==> src/hw/rtl/cfws_pkg.sv <==
`timescale 1ns / 1ps
`default_nettype none
package cfws_pkg;

  // Field widths
  localparam int ActionW   = 2;
  localparam int WordW     = 32;
  localparam int StatusW   = 2;
  localparam int PositionW = 4;
  localparam int OccW      = 5;

  // Packed stream widths, rounded up to whole bytes
  localparam int InBits  = ActionW + WordW;
  localparam int InW     = ((InBits + 7) / 8) * 8;
  localparam int OutBits = StatusW + WordW + PositionW + OccW;
  localparam int OutW    = ((OutBits + 7) / 8) * 8;

  // Action codes
  localparam logic [ActionW-1:0] ACT_PUSH   = 2'd0;
  localparam logic [ActionW-1:0] ACT_POP    = 2'd1;
  localparam logic [ActionW-1:0] ACT_SEARCH = 2'd2;

  // Status codes
  localparam logic [StatusW-1:0] STAT_OK       = 2'd0;
  localparam logic [StatusW-1:0] STAT_FULL     = 2'd1;
  localparam logic [StatusW-1:0] STAT_EMPTY    = 2'd2;
  localparam logic [StatusW-1:0] STAT_NOTFOUND = 2'd3;

  localparam logic signed [WordW-1:0] WORD_EMPTY = -32'sd1;

  typedef logic [InW-1:0]  in_bus_t;
  typedef logic [OutW-1:0] out_bus_t;

endpackage
`default_nettype wire

==> src/hw/rtl/circular_fifo_with_search.sv <==
`timescale 1ns / 1ps
`default_nettype none
// Result path, accept to m_tvalid: push and full/empty/no-op go from accept straight to the done state,
// pop through the pop state, search through the scan state comparing k entries (1..occupancy).
// One transaction in flight, as s_tready is high only in idle; a search walks the single read port
// of the storage RAM, one entry per cycle.
// A finished result waits in the output register while the next transaction is taken.
// Synchronous active-high reset clears head, write index, count and the handshake; RAM is not cleared.
module circular_fifo_with_search #(
  parameter int DEPTH = 16
) (
  input  wire                    clk,
  input  wire                    rst,
  input  wire                    s_tvalid,
  output logic                   s_tready,
  input  wire cfws_pkg::in_bus_t s_tdata,   // [1:0] action, [33:2] value
  output logic                   m_tvalid,
  input  wire                    m_tready,
  output cfws_pkg::out_bus_t     m_tdata    // [1:0] status, [33:2] data, [37:34] position,
                                            // [42:38] occupancy
);
  import cfws_pkg::*;

  localparam int IW = (DEPTH > 1) ? $clog2(DEPTH) : 1;
  localparam int CW = $clog2(DEPTH + 1);

  localparam logic [1:0] S_IDLE = 2'd0;
  localparam logic [1:0] S_POP  = 2'd1;
  localparam logic [1:0] S_SCAN = 2'd2;
  localparam logic [1:0] S_DONE = 2'd3;

  function automatic logic [IW-1:0] nxt(input logic [IW-1:0] i);
    nxt = (i == IW'(DEPTH - 1)) ? '0 : i + 1'b1;
  endfunction

  logic [1:0]    state;
  logic [IW-1:0] head;
  logic [IW-1:0] wr;
  logic [CW-1:0] count;
  logic [CW-1:0] scan_left;
  logic [IW-1:0] scan_idx;
  logic signed [WordW-1:0] key;

  // Pending result
  logic [StatusW-1:0]      res_status;
  logic signed [WordW-1:0] res_data;
  logic [PositionW-1:0]    res_pos;
  logic [OccW-1:0]         res_occ;

  // Storage RAM
  logic signed [WordW-1:0] mem [DEPTH];
  logic signed [WordW-1:0] rd_data;
  logic                    mem_we;
  logic                    mem_re;
  logic [IW-1:0]           mem_raddr;

  logic                    s_acc;
  logic [ActionW-1:0]      in_action;
  logic signed [WordW-1:0] in_value;
  logic                    full;
  logic                    empty;
  logic                    hit;

  assign s_tready  = (state == S_IDLE);
  assign s_acc     = s_tvalid && s_tready;
  assign in_action = s_tdata[ActionW-1:0];
  assign in_value  = s_tdata[ActionW +: WordW];
  assign full      = (count == CW'(DEPTH));
  assign empty     = (count == '0);
  assign hit       = (rd_data == key);

  // RAM port control
  always_comb begin
    mem_we    = s_acc && (in_action == ACT_PUSH) && !full;
    mem_re    = (s_acc && !empty && ((in_action == ACT_POP) || (in_action == ACT_SEARCH)))
             || ((state == S_SCAN) && !hit && (scan_left > CW'(1)));
    mem_raddr = (state == S_SCAN) ? nxt(scan_idx) : head;
  end

  always_ff @(posedge clk) begin
    if (mem_we) begin
      mem[wr] <= in_value;
    end
    if (mem_re) begin
      rd_data <= mem[mem_raddr];
    end
  end

  // Sequencer
  always_ff @(posedge clk) begin
    if (rst) begin
      state    <= S_IDLE;
      head     <= '0;
      wr       <= '0;
      count    <= '0;
      m_tvalid <= 1'b0;
    end else begin
      // Result taken and no new one loaded this cycle
      if (m_tvalid && m_tready && (state != S_DONE)) begin
        m_tvalid <= 1'b0;
      end
      case (state)
        S_IDLE: begin
          if (s_acc) begin
            key     <= in_value;
            res_pos <= '0;
            case (in_action)
              ACT_PUSH: begin
                res_data <= '0;
                state    <= S_DONE;
                if (full) begin
                  res_status <= STAT_FULL;
                  res_occ    <= OccW'(count);
                end else begin
                  res_status <= STAT_OK;
                  wr         <= nxt(wr);
                  count      <= count + 1'b1;
                  res_occ    <= OccW'(count + 1'b1);
                end
              end
              ACT_POP: begin
                if (empty) begin
                  res_status <= STAT_EMPTY;
                  res_data   <= WORD_EMPTY;
                  res_occ    <= OccW'(count);
                  state      <= S_DONE;
                end else begin
                  res_status <= STAT_OK;
                  state      <= S_POP;
                end
              end
              ACT_SEARCH: begin
                res_data <= '0;
                res_occ  <= OccW'(count);
                if (empty) begin
                  res_status <= STAT_NOTFOUND;
                  state      <= S_DONE;
                end else begin
                  res_status <= STAT_OK;
                  scan_idx   <= head;
                  scan_left  <= count;
                  state      <= S_SCAN;
                end
              end
              default: begin
                res_status <= STAT_OK;
                res_data   <= '0;
                res_occ    <= OccW'(count);
                state      <= S_DONE;
              end
            endcase
          end
        end
        S_POP: begin
          res_data <= rd_data;
          head     <= nxt(head);
          count    <= count - 1'b1;
          res_occ  <= OccW'(count - 1'b1);
          state    <= S_DONE;
        end
        S_SCAN: begin
          // One stored entry compared per cycle, from the head onward
          if (hit) begin
            res_pos <= PositionW'(scan_idx);
            state   <= S_DONE;
          end else if (scan_left == CW'(1)) begin
            res_status <= STAT_NOTFOUND;
            state      <= S_DONE;
          end else begin
            scan_idx  <= nxt(scan_idx);
            scan_left <= scan_left - 1'b1;
          end
        end
        S_DONE: begin
          if (!m_tvalid || m_tready) begin
            m_tvalid <= 1'b1;
            m_tdata  <= out_bus_t'({res_occ, res_pos, res_data, res_status});
            state    <= S_IDLE;
          end
        end
        default: begin
          state <= S_IDLE;
        end
      endcase
    end
  end

  // Checks
  a_count_bound: assert property (@(posedge clk) disable iff (rst)
    count <= CW'(DEPTH))
    else $error("occupancy above depth");

  a_push_count: assert property (@(posedge clk) disable iff (rst)
    (s_acc && (in_action == ACT_PUSH) && !full) |=> (count == $past(count) + 1'b1))
    else $error("push did not raise occupancy");

  a_pop_count: assert property (@(posedge clk) disable iff (rst)
    (state == S_POP) |=> (count == $past(count) - 1'b1) && (state == S_DONE))
    else $error("pop did not lower occupancy");

  a_scan_live: assert property (@(posedge clk) disable iff (rst)
    (state == S_SCAN) |-> (scan_left != '0) && !empty)
    else $error("scan with nothing left to compare");

endmodule
`default_nettype wire
==> config.mk <==
export PLATFORM = sky130hd
export DESIGN_NAME = circular_fifo_with_search
export DESIGN_NICKNAME = d
export VERILOG_FILES = /design/src/hw/rtl/cfws_pkg.sv /design/src/hw/rtl/circular_fifo_with_search.sv
export SDC_FILE = /design/constraint.sdc
export NUM_CORES = 1
export LEC_CHECK = 0
export ABC_AREA = 1
export BUFFER_PORTS_ARGS = -buffer_cell sky130_fd_sc_hd__buf_4
export CAP_MARGIN = 20
export CORE_ASPECT_RATIO = 0.8
export CORE_UTILIZATION = 44
export DETAILED_ROUTE_END_ITERATION = 8
export PLACE_DENSITY = 0.67
export SKIP_CTS_REPAIR_TIMING = 1
export SYNTH_ARGS = -nofsm -noshare
export SYNTH_HDL_FRONTEND = slang
export SYNTH_SLANG_ARGS = --single-unit
==> constraint.sdc <==
create_clock -name clk -period 4.8 [get_ports clk]
set_input_delay 0 -clock clk [delete_from_list [all_inputs] [get_ports clk]]
set_output_delay 0 -clock clk [all_outputs]
set_load 0.1 [all_outputs]
==> flow_summary.json, run 1 <==
{
  "wl_per_cell_um": 20.23,
  "antenna_cells": 0,
  "drive_gt1_share_pct": 10.98,
  "drt_first_pass_iters": 7,
  "vias": 16540,
  "htree_num_levels": 3,
  "grt_start_max_net_pins": 202,
  "setup_total_negative_slack_ns": 0,
  "critical_path_launch_point": "state[0]",
  "synth-edff-count": 671,
  "yosys_register_bits": 687,
  "pwr_density_cell_mw_per_mm2": 593.9,
  "cts-root-to-sink-buffers": 3,
  "total_setup_violations_reported_at_the_end_of_the_flow": 0,
  "required_time_of_the_critical_path_ns": 5.26,
  "startpoint_class_of_the_critical_path": "flop",
  "netlist_instances": 2065,
  "min_period_over_period_pct": 69.87,
  "antenna_violations_before_repair": 1,
  "postRouteAntennaNets": 0,
  "clock_latency_ns": 0.61,
  "p_leak_nw": 10.45,
  "synth.avg_cell_area_um2": 13.19,
  "finalNonFillerCells": 3052,
  "routed_via_density": 5.418,
  "post_synth_instance_area_mm2": 0.02724,
  "io-pin-count": 94,
  "setup_repair_after_global_routing_missed_its_margin": "no",
  "fmax_ghz": 0.2982,
  "design.die.area_mm2": 0.06291,
  "cts_tree": "done",
  "fp.dieH_um": 224.5,
  "failed_checks": "hold timing",
  "area.growth.synth_to_final_pct": 14.94,
  "final_hold_violating_endpoints": 10,
  "cp_max_fo": 74,
  "synthFlopType": "sky130_fd_sc_hd__edfxtp_1",
  "start_util_pct": 44.57,
  "r2r_start": "state[0]",
  "slew-limit-headroom_pct": 29.22,
  "synthDominantCellAreaShare_pct": 73.98,
  "hold_path_start": "m_tready",
  "grt_first_pass_wirelength_um": 93090,
  "finalMaxSlewViolations": 0,
  "routabilityCongestion": 0.8150,
  "remaining_drc_errors": 0,
  "nFillCells": 5021,
  "endpoint_kind": "flop",
  "async_reset_ff_share_pct": 0,
  "cts.sinks": 687,
  "grt_pass1_vias": 15390,
  "finalHoldWorstSlack_ns": -0.03569,
  "clk_pin_slew_ns": 0.06,
  "clk_root_buffer_cell": "sky130_fd_sc_hd__clkbuf_16",
  "final_net_count": 2235,
  "drtIter0Drc": 1675,
  "core-area_mm2": 0.06111,
  "synthMostInstantiatedCell": "sky130_fd_sc_hd__edfxtp_1",
  "grt_usage_pct": 19.74,
  "place.detailed.instances": 2894,
  "path_class": "reg -> reg",
  "overflow_left_after_global_routing": 0,
  "dieWidth_um": 280.2,
  "cts-buffers-inserted": 69,
  "outcome": "finished with violations",
  "synthesis.yosys.warnings": 0,
  "drv_cap": 0,
  "final.setup_skew_ns": 0.02336,
  "floorplan.rows": 81,
  "commonest_cells_in_the_synthesized_netlist": "671 x sky130_fd_sc_hd__edfxtp_1, 430 x sky130_fd_sc_hd__nor2_1, 207 x sky130_fd_sc_hd__o21ai_0",
  "peakVddDrop_mv": 0.6098,
  "yosysTopAreaCell": "sky130_fd_sc_hd__edfxtp_1",
  "dp.final_hpwl_um": 32770,
  "route.final.wire_length_um": 61730,
  "yosys.cell_types.count": 35,
  "max_slew.worst_pin.slew_ns": 1.061,
  "hold_path_class": "in -> reg",
  "fin_crit_ns": 3.354,
  "worstPathArrival_ns": 3.82,
  "synth_area_leaders": "sky130_fd_sc_hd__edfxtp_1 74%, sky130_fd_sc_hd__nor2_1 5.9%, sky130_fd_sc_hd__o21ai_0 3.8%",
  "post_synthesis_sequential_area_ratio_pct": 75.16,
  "io_buffer_count": 82
}
-- metal layers --
metal | track usage, % | part of all wire [%]
met5 | 0 | 0.018
met2 | 30.80 | 46
met1 | 27.82 | 44
met4 | 5.517 | 2.2
met3 | 4.519 | 7.8
-- placed cells by master (no fill, tap or decap), types with 2 or more instances in the layout --
| cell | Yosys | layout |
|---|---|---|
| sky130_fd_sc_hd__o21ai_0 | 207 | 207 |
| sky130_fd_sc_hd__nor3_1 | 6 | 4 |
| sky130_fd_sc_hd__o211ai_1 | 131 | 131 |
| sky130_fd_sc_hd__clkinvlp_4 | 0 | 3 |
| sky130_fd_sc_hd__inv_6 | 0 | 5 |
| sky130_fd_sc_hd__nand2_1 | 168 | 168 |
| sky130_fd_sc_hd__clkinv_1 | 0 | 14 |
| sky130_fd_sc_hd__o21ai_1 | 86 | 85 |
| sky130_fd_sc_hd__buf_4 | 7 | 111 |
| sky130_fd_sc_hd__dfxtp_1 | 16 | 16 |
| sky130_fd_sc_hd__a21oi_4 | 0 | 2 |
| sky130_fd_sc_hd__or2_2 | 3 | 3 |
| sky130_fd_sc_hd__bufinv_16 | 0 | 4 |
| sky130_fd_sc_hd__xor2_1 | 6 | 6 |
| sky130_fd_sc_hd__nand3_1 | 82 | 82 |
| sky130_fd_sc_hd__clkinv_2 | 0 | 8 |
| sky130_fd_sc_hd__ha_1 | 19 | 19 |
| sky130_fd_sc_hd__a31oi_1 | 2 | 2 |
| sky130_fd_sc_hd__a21oi_1 | 19 | 17 |
| sky130_fd_sc_hd__clkbuf_8 | 0 | 2 |
| sky130_fd_sc_hd__nor2_4 | 1 | 17 |
| sky130_fd_sc_hd__edfxtp_1 | 671 | 671 |
| sky130_fd_sc_hd__inv_2 | 3 | 3 |
| sky130_fd_sc_hd__xnor2_1 | 28 | 28 |
| sky130_fd_sc_hd__nor3_2 | 0 | 2 |
| sky130_fd_sc_hd__dlygate4sd3_1 | 0 | 36 |
| sky130_fd_sc_hd__clkbuf_1 | 37 | 14 |
| sky130_fd_sc_hd__nor2_1 | 430 | 414 |
| sky130_fd_sc_hd__conb_1 | 1 | 5 |
| sky130_fd_sc_hd__inv_1 | 54 | 53 |
| sky130_fd_sc_hd__clkbuf_16 | 0 | 72 |
| sky130_fd_sc_hd__o21ai_4 | 0 | 2 |
| sky130_fd_sc_hd__buf_12 | 0 | 6 |
-- registers in the layout (all words and copies together) (netlist names), 5 cells and up --
signal and count:
count 5, key 32, m_tdata 43, mem 512, rd_data 32, res_data 32, res_occ 5, scan_left 5
-- power breakdown --
part           switching (mW)  internal (mW)
Clock                    2.19           2.99
Sequential              0.307           7.28
Combinational            4.11           1.71
Total                    6.60           12.0
-- stage by stage --
step	util, %	hold slack (ns)	power, mW	setup WS [ns]	cell area [um2]
after floorplan	-	0.06907	11.96	0.1508	27250
after detailed placement	47.07	0.2811	13.44	1.526	28760
final	51.23	-0.03569	18.59	1.446	31310
after CTS	50.61	-0.3742	18.61	1.467	30930
after global routing	51.23	-0.02390	19.61	1.158	31310
after global placement	47.07	0.2776	13.26	1.595	28760
-- layout make-up --
class	count	area [um2]	area share, %
repair buffers	153	1314	4.196
flip-flops and latches	687	20470	65.38
clock inverters	33	281.5	0.8992
inverters	58	224.0	0.7154
multi-input cells	1203	6097	19.48
clock buffers	88	1882	6.011
well taps	830	1039	3.317
-- path summary, 6_finish.rpt --
check | cells past startpoint | end | slack, ns
setup / recovery | 13 | rd_data[30] | 1.45
hold / removal | 8 | state[0] | -0.04
setup reg to reg | 13 | rd_data[30] | 1.45
hold reg to reg | 0 | m_tdata[21] | 0.42
-- cell families after synthesis --
group,synth area share (%)
AOI/OAI and AO/OA,9.560
xor gates and xnor gates,1.093
adders and majority gates,0.8728
buffers and inverters,3.225
DFF,75.16
other,0.01377
and+or+nand+nor,10.08
-- critical path: stages (launching register included) --
cell,delay (ns)
sky130_fd_sc_hd__dfxtp_1,0.35
sky130_fd_sc_hd__inv_1,0.10
sky130_fd_sc_hd__ha_1,0.48
sky130_fd_sc_hd__nor2_1,0.14
sky130_fd_sc_hd__nor2_4,0.18
sky130_fd_sc_hd__nand2_8,0.27
sky130_fd_sc_hd__inv_6,0.53
sky130_fd_sc_hd__buf_12,0.38
sky130_fd_sc_hd__nor2_1,0.10
sky130_fd_sc_hd__nor2_1,0.13
sky130_fd_sc_hd__o21ai_1,0.09
sky130_fd_sc_hd__o211ai_1,0.11
sky130_fd_sc_hd__nand3_1,0.16
sky130_fd_sc_hd__nand2_1,0.12
Note: power is estimated with default switching activity, not from simulation.
==> inputs of run 2 (changes only) <==
--- a/config.mk
+++ b/config.mk
@@ -5,7 +5,7 @@
 export SDC_FILE = /design/constraint.sdc
 export NUM_CORES = 1
 export LEC_CHECK = 0
-export ABC_AREA = 1
+export ABC_AREA = 0
 export BUFFER_PORTS_ARGS = -buffer_cell sky130_fd_sc_hd__buf_4
 export CAP_MARGIN = 20
 export CORE_ASPECT_RATIO = 0.8
==> constraint.sdc (replaced) <==
create_clock -name clk -period 3.24 [get_ports clk]
set_input_delay 0 -clock clk [delete_from_list [all_inputs] [get_ports clk]]
set_output_delay 0 -clock clk [all_outputs]
set_load 0.1 [all_outputs]
==> flow_summary.json, run 2 <==
{
  "outcome": "finished clean",
  "cp_max_fo": 17,
  "cts-buffers-inserted": 68,
  "final.setup_skew_ns": 0.02194,
  "post_synthesis_sequential_area_ratio_pct": 77.17,
  "routed_via_density": 5.569,
  "grt_first_pass_wirelength_um": 83740,
  "clk_pin_slew_ns": 0.06,
  "clock_latency_ns": 0.60,
  "remaining_drc_errors": 0,
  "start_util_pct": 44.54,
  "startpoint_class_of_the_critical_path": "flop",
  "endpoint_kind": "flop",
  "synthDominantCellAreaShare_pct": 75.96,
  "setup_total_negative_slack_ns": 0,
  "drtIter0Drc": 1224,
  "overflow_left_after_global_routing": 0,
  "netlist_instances": 1332,
  "async_reset_ff_share_pct": 0,
  "htree_num_levels": 3,
  "path_class": "reg -> reg",
  "routabilityCongestion": 0.7811,
  "largestRegisters": "mem x512, m_tdata x43",
  "synthFlopType": "sky130_fd_sc_hd__edfxtp_1",
  "setup_repair_after_global_routing_missed_its_margin": "no",
  "synth_adder_area_share_pct": 0.8962,
  "wl_per_cell_um": 23.85,
  "drv_cap": 0,
  "grt_start_max_net_pins": 54,
  "yosysTopAreaCell": "sky130_fd_sc_hd__edfxtp_1",
  "largest_family_of_logic_cells_by_synthesized_area": "multiplexers",
  "multiInputGateArea_mm2": 0.005806,
  "fp.dieH_um": 221.6,
  "finalMaxSlewViolations": 0,
  "io_buffer_count": 82,
  "postRouteAntennaNets": 0,
  "grt_pass1_vias": 13040,
  "dp.final_hpwl_um": 33830,
  "antenna_violations_before_repair": 0,
  "design.die.area_mm2": 0.06128,
  "layout.cells.most_common_list": "671 x sky130_fd_sc_hd__edfxtp_1, 128 x sky130_fd_sc_hd__mux4_2, 118 x sky130_fd_sc_hd__buf_4",
  "yosys_register_bits": 687,
  "synth_simple_gate_area_share_pct": 4.203,
  "synthesis.yosys.warnings": 0,
  "clk_root_buffer_cell": "sky130_fd_sc_hd__clkbuf_16",
  "place_ws_ns": 0.1982,
  "hold_path_class": "in -> reg",
  "min_period_over_period_pct": 95.32,
  "worstPathArrival_ns": 3.38,
  "synth.avg_cell_area_um2": 19.91,
  "registers.top_by_ff_count": "mem",
  "vias": 13050,
  "finalHoldWorstSlack_ns": 0.06560,
  "floorplan.rows": 80,
  "cts.sinks": 687,
  "drive_gt1_share_pct": 25.30,
  "nFillCells": 4588,
  "antenna_cells": 0,
  "post_synth_instance_area_mm2": 0.02653,
  "core-area_mm2": 0.05956,
  "grt_usage_pct": 18.61,
  "route.final.wire_length_um": 55910,
  "max_slew.worst_pin.slew_ns": 1.072,
  "total_setup_violations_reported_at_the_end_of_the_flow": 0,
  "io-pin-count": 94,
  "required_time_of_the_critical_path_ns": 3.53,
  "final_net_count": 1579,
  "p_leak_nw": 10.34,
  "final_hold_violating_endpoints": 0,
  "post_synth_xor_xnor_area_pct": 1.453,
  "fin_crit_ns": 3.089,
  "pwr_density_cell_mw_per_mm2": 796.4,
  "cts_tree": "done",
  "synthMuxAreaShare_pct": 12.51,
  "commonest_cells_in_the_synthesized_netlist": "671 x sky130_fd_sc_hd__edfxtp_1, 128 x sky130_fd_sc_hd__mux4_2, 88 x sky130_fd_sc_hd__nand2_1",
  "layout.cells.most_common": "sky130_fd_sc_hd__edfxtp_1",
  "largest_reg_flops": 512,
  "synth_compound_gate_area_share_pct": 2.033,
  "area.growth.synth_to_final_pct": 17.80,
  "cts-root-to-sink-buffers": 3,
  "fmax_ghz": 0.3238,
  "synthMostInstantiatedCell": "sky130_fd_sc_hd__edfxtp_1",
  "setup_slack_ns": 0.1515,
  "slew-limit-headroom_pct": 28.29,
  "peakVddDrop_mv": 0.4528,
  "seqCellArea_mm2": 0.02047,
  "dieWidth_um": 276.5,
  "synth-edff-count": 671,
  "drt_first_pass_iters": 6,
  "synth_area_leaders": "sky130_fd_sc_hd__edfxtp_1 76%, sky130_fd_sc_hd__mux4_2 11%, sky130_fd_sc_hd__mux2i_1 1.5%",
  "yosys.cell_types.count": 48
}
## run 2: changes by cell type after synthesis, sizes merged, moves of 46 or more
cell | previous run | this run
nand2 | 170 | 88
nor2 | 431 | 46
buf | 84 | 38
o21ai | 294 | 12
o211ai | 131 | 32
mux4 | 0 | 128
## run 2: worst paths after layout
check / from / slack, ns / to / depth (start not counted)
setup / recovery: count[0] / 0.15 / mem[15][29] / 8
hold / removal: s_tdata[1] / 0.07 / res_status[0] / 4
setup reg to reg: count[0] / 0.15 / mem[15][29] / 8
hold reg to reg: res_data[11] / 0.42 / m_tdata[13] / 0
## run 2: logic make-up (layout without fill, tap and decap cells)
logic type / count (synthesis) / after routing
xor+xnor: 44 / 44
fa+ha+maj: 19 / 19
other cells: 1 / 5
buf+inv: 88 / 317
compound gates: 78 / 78
flops: 687 / 687
simple gates: 245 / 245
mux: 170 / 170
## run 2: metal layers
| metal | track usage, % | up-vias | wire length, um |
|---|---|---|---|
| li1 | - | 5720 | - |
| met1 | 27.84 | 6768 | 25020 |
| met2 | 26.99 | 484 | 24780 |
| met3 | 5.269 | 81 | 5123 |
| met4 | 4.469 | 0 | 985 |
| met5 | 0 | - | 0 |
## run 2: cell type report
type                            count  area share, %
Tap cell                          779          3.119
Clock inverter                     28         0.7768
Timing Repair Buffer              183          5.878
Clock buffer                       91          5.958
Multi-Input combinational cell    561          18.58
Inverter                           15         0.1802
Sequential cell                   687          65.51
## run 2: stage by stage
stage	power, mW	cell area [um2]	utilization, %	cells
2_1_floorplan	15.50	26590	-	1336
3_3_place_gp	17.45	28790	48.34	2190
3_5_place_dp	17.54	28790	48.34	2190
4_1_cts	25.10	30900	51.88	2309
5_1_grt	25.94	31250	52.47	2344
6_report	24.88	31250	52.47	2344
## run 2: power breakdown
part | leakage, nW | switching (mW) | internal [mW] | total [mW]
Sequential | 6.21 | 0.426 | 10.6 | 11.0
Clock | 1.02 | 3.19 | 4.35 | 7.54
Combinational | 3.11 | 3.51 | 2.82 | 6.33
## run 2: worst max-delay path: stages (launching register included)
cell and delay [ns]:
sky130_fd_sc_hd__dfxtp_1 0.44, sky130_fd_sc_hd__inv_1 0.13, sky130_fd_sc_hd__ha_1 0.22, sky130_fd_sc_hd__nor3b_1 0.16, sky130_fd_sc_hd__and2_1 0.22, sky130_fd_sc_hd__nor3b_2 0.47, sky130_fd_sc_hd__nand2_1 0.38, sky130_fd_sc_hd__nor2_4 0.49
sky130_fd_sc_hd__buf_12 0.23
==> inputs of run 3 (changes only) <==
--- a/config.mk
+++ b/config.mk
@@ -12,6 +12,7 @@
 export CORE_UTILIZATION = 44
 export DETAILED_ROUTE_END_ITERATION = 8
 export PLACE_DENSITY = 0.67
+export RECOVER_POWER = 100
 export SKIP_CTS_REPAIR_TIMING = 1
 export SYNTH_ARGS = -nofsm -noshare
 export SYNTH_HDL_FRONTEND = slang
==> flow_summary.json, run 3 (synthesis gave the netlist of run 2 again) <==
{
  "outcome": "finished with violations",
  "failed_checks": "capacitance limit, slew limit",
  "path_buf_inv": 2,
  "total_setup_violations_reported_at_the_end_of_the_flow": 0,
  "core-area_mm2": 0.05956,
  "layout.cells.most_common_list": "671 x sky130_fd_sc_hd__edfxtp_1, 128 x sky130_fd_sc_hd__mux4_2, 101 x sky130_fd_sc_hd__clkbuf_1",
  "postRouteAntennaNets": 0,
  "io-pin-count": 94,
  "largest_reg_flops": 512,
  "dieWidth_um": 276.5,
  "finalMaxSlewViolations": 38,
  "vias": 13100,
  "drive_gt1_share_pct": 19.36,
  "start_util_pct": 44.54,
  "htree_num_levels": 3,
  "path_class": "reg -> reg",
  "drtIter0Drc": 1196,
  "remaining_drc_errors": 0,
  "route.final.wire_length_um": 56110,
  "routabilityCongestion": 0.7811,
  "peakVddDrop_mv": 0.4531,
  "postPlaceCellArea_mm2": 0.02879,
  "min_period_over_period_pct": 96.31,
  "critical_path.top_delay_family": "simple AND/OR/NAND/NOR gates",
  "required_time_of_the_critical_path_ns": 3.51,
  "floorplan.rows": 80,
  "antenna_violations_before_repair": 0,
  "grt_usage_pct": 18.61,
  "registers.top_by_ff_count": "mem",
  "critical-path-max-stage-delay_ns": 0.48,
  "hold_path_class": "in -> reg",
  "p_leak_nw": 9.958,
  "rr_worst_depth": 8,
  "final_hold_violating_endpoints": 0,
  "cts-buffers-inserted": 68,
  "drt_first_pass_iters": 6,
  "timing.critical_path.cells": "inv_1 > ha_1 > nor3b_1 > and2_1 > nor3b_2 > nand2_1 > nor2_4 > clkbuf_4",
  "io_buffer_count": 82,
  "area.growth.synth_to_final_pct": 15.45,
  "routed_via_density": 5.590,
  "worstPathArrival_ns": 3.39,
  "place_ws_ns": 0.1982,
  "hold_path_start": "s_tdata[1]",
  "setup_repair_after_global_routing_missed_its_margin": "no",
  "overflow_left_after_global_routing": 0,
  "cts-root-to-sink-buffers": 3,
  "startpoint_class_of_the_critical_path": "flop",
  "critPathSlowestCell": "sky130_fd_sc_hd__nor3b_2",
  "multiInputGateArea_mm2": 0.005709,
  "nFillCells": 4714,
  "reg2reg_end": "mem[11][6]",
  "r2r_start": "count[0]",
  "fin_crit_ns": 3.120,
  "worst_hold_path.num_cells": 4,
  "slew-limit-headroom_pct": -8.342,
  "pwr_density_cell_mw_per_mm2": 804.5,
  "grt_first_pass_wirelength_um": 83740,
  "setup_slack_ns": 0.1195,
  "grt_start_max_net_pins": 54,
  "endpoint_kind": "flop",
  "regToRegSetupSlack_ns": 0.12,
  "fmax_ghz": 0.3205,
  "clk_root_buffer_cell": "sky130_fd_sc_hd__clkbuf_16",
  "seqCellArea_mm2": 0.02047,
  "final_net_count": 1579,
  "final_area_mm2": 0.03063,
  "finalHoldWorstSlack_ns": 0.06682,
  "largestRegisters": "mem x512, m_tdata x43",
  "design.die.area_mm2": 0.06128,
  "drv_cap": 1,
  "cts_tree": "done",
  "final.setup_skew_ns": 0.02349,
  "fp.dieH_um": 221.6,
  "max_slew.worst_pin.slew_ns": 1.623,
  "antenna_cells": 0,
  "grt_pass1_vias": 13040,
  "dp.final_hpwl_um": 33830,
  "clk_pin_slew_ns": 0.06,
  "cts.sinks": 687,
  "clock_latency_ns": 0.60,
  "cp_max_fo": 13,
  "layout.cells.most_common": "sky130_fd_sc_hd__edfxtp_1",
  "wl_per_cell_um": 23.94,
  "holdPathEnd": "res_status[0]"
}
-- run 3: cell types whose count changed in the layout (fill, tap and decap cells not counted), moves of 4 or more --
cell / delta
sky130_fd_sc_hd__buf_12: -14
sky130_fd_sc_hd__clkbuf_1: +82
sky130_fd_sc_hd__clkbuf_4: +12
sky130_fd_sc_hd__buf_4: -102
sky130_fd_sc_hd__nor2_4: -4
sky130_fd_sc_hd__clkbuf_2: +18
-- run 3: worst max path at each step --
stage	cells after the start	from	slack [ns]	to
global route	8	count[0]	0.03	mem[9][13]
floorplan	6	state[0]	-0.47	mem[15][0]
global placement	8	count[0]	0.22	mem[15][29]
detailed placement	8	count[0]	0.20	mem[15][29]
CTS	8	count[0]	0.16	mem[15][29]
finish	8	count[0]	0.12	mem[11][6]
-- run 3: layer usage --
layer  up-vias  GRT usage, %  share of wire (%)
met5         -             0                  0
li1       5721             -                  -
met3        75         5.269                9.4
met1      6776         27.84                 45
met4         0         4.469                1.6
met2       531         26.99                 44
-- run 3: through the flow --
step	utilization (%)	TNS [ns]	instances	total power [mW]
3_3_place_gp	48.34	0	2190	17.45
2_1_floorplan	-	-140.37	1336	15.50
4_1_cts	51.88	0	2309	25.10
3_5_place_dp	48.34	0	2190	17.54
6_report	51.42	0	2344	24.64
5_1_grt	51.42	0	2344	25.68
-- run 3: where the power goes --
group,total [mW],switching (mW),internal [mW]
combinational,6.06,3.47,2.60
clock,7.54,3.19,4.35
sequential,11.0,0.428,10.6
-- run 3: cell type report --
cell class	count	share of cell area (%)
clock buffers	91	6.079
clock inverters	28	0.7926
inverters	15	0.1838
multi-input cells	561	18.64
flip-flops and latches	687	66.84
well taps	779	3.183
repair buffers	183	4.282
-- run 3: tightest hold or removal path, delay by kind of cell --
kind | cells | cell delay (ns)
simple gates | 1 | 0.10
fa+ha+maj | 1 | 0.19
buf+inv | 1 | 0.12
compound gates | 1 | 0.12
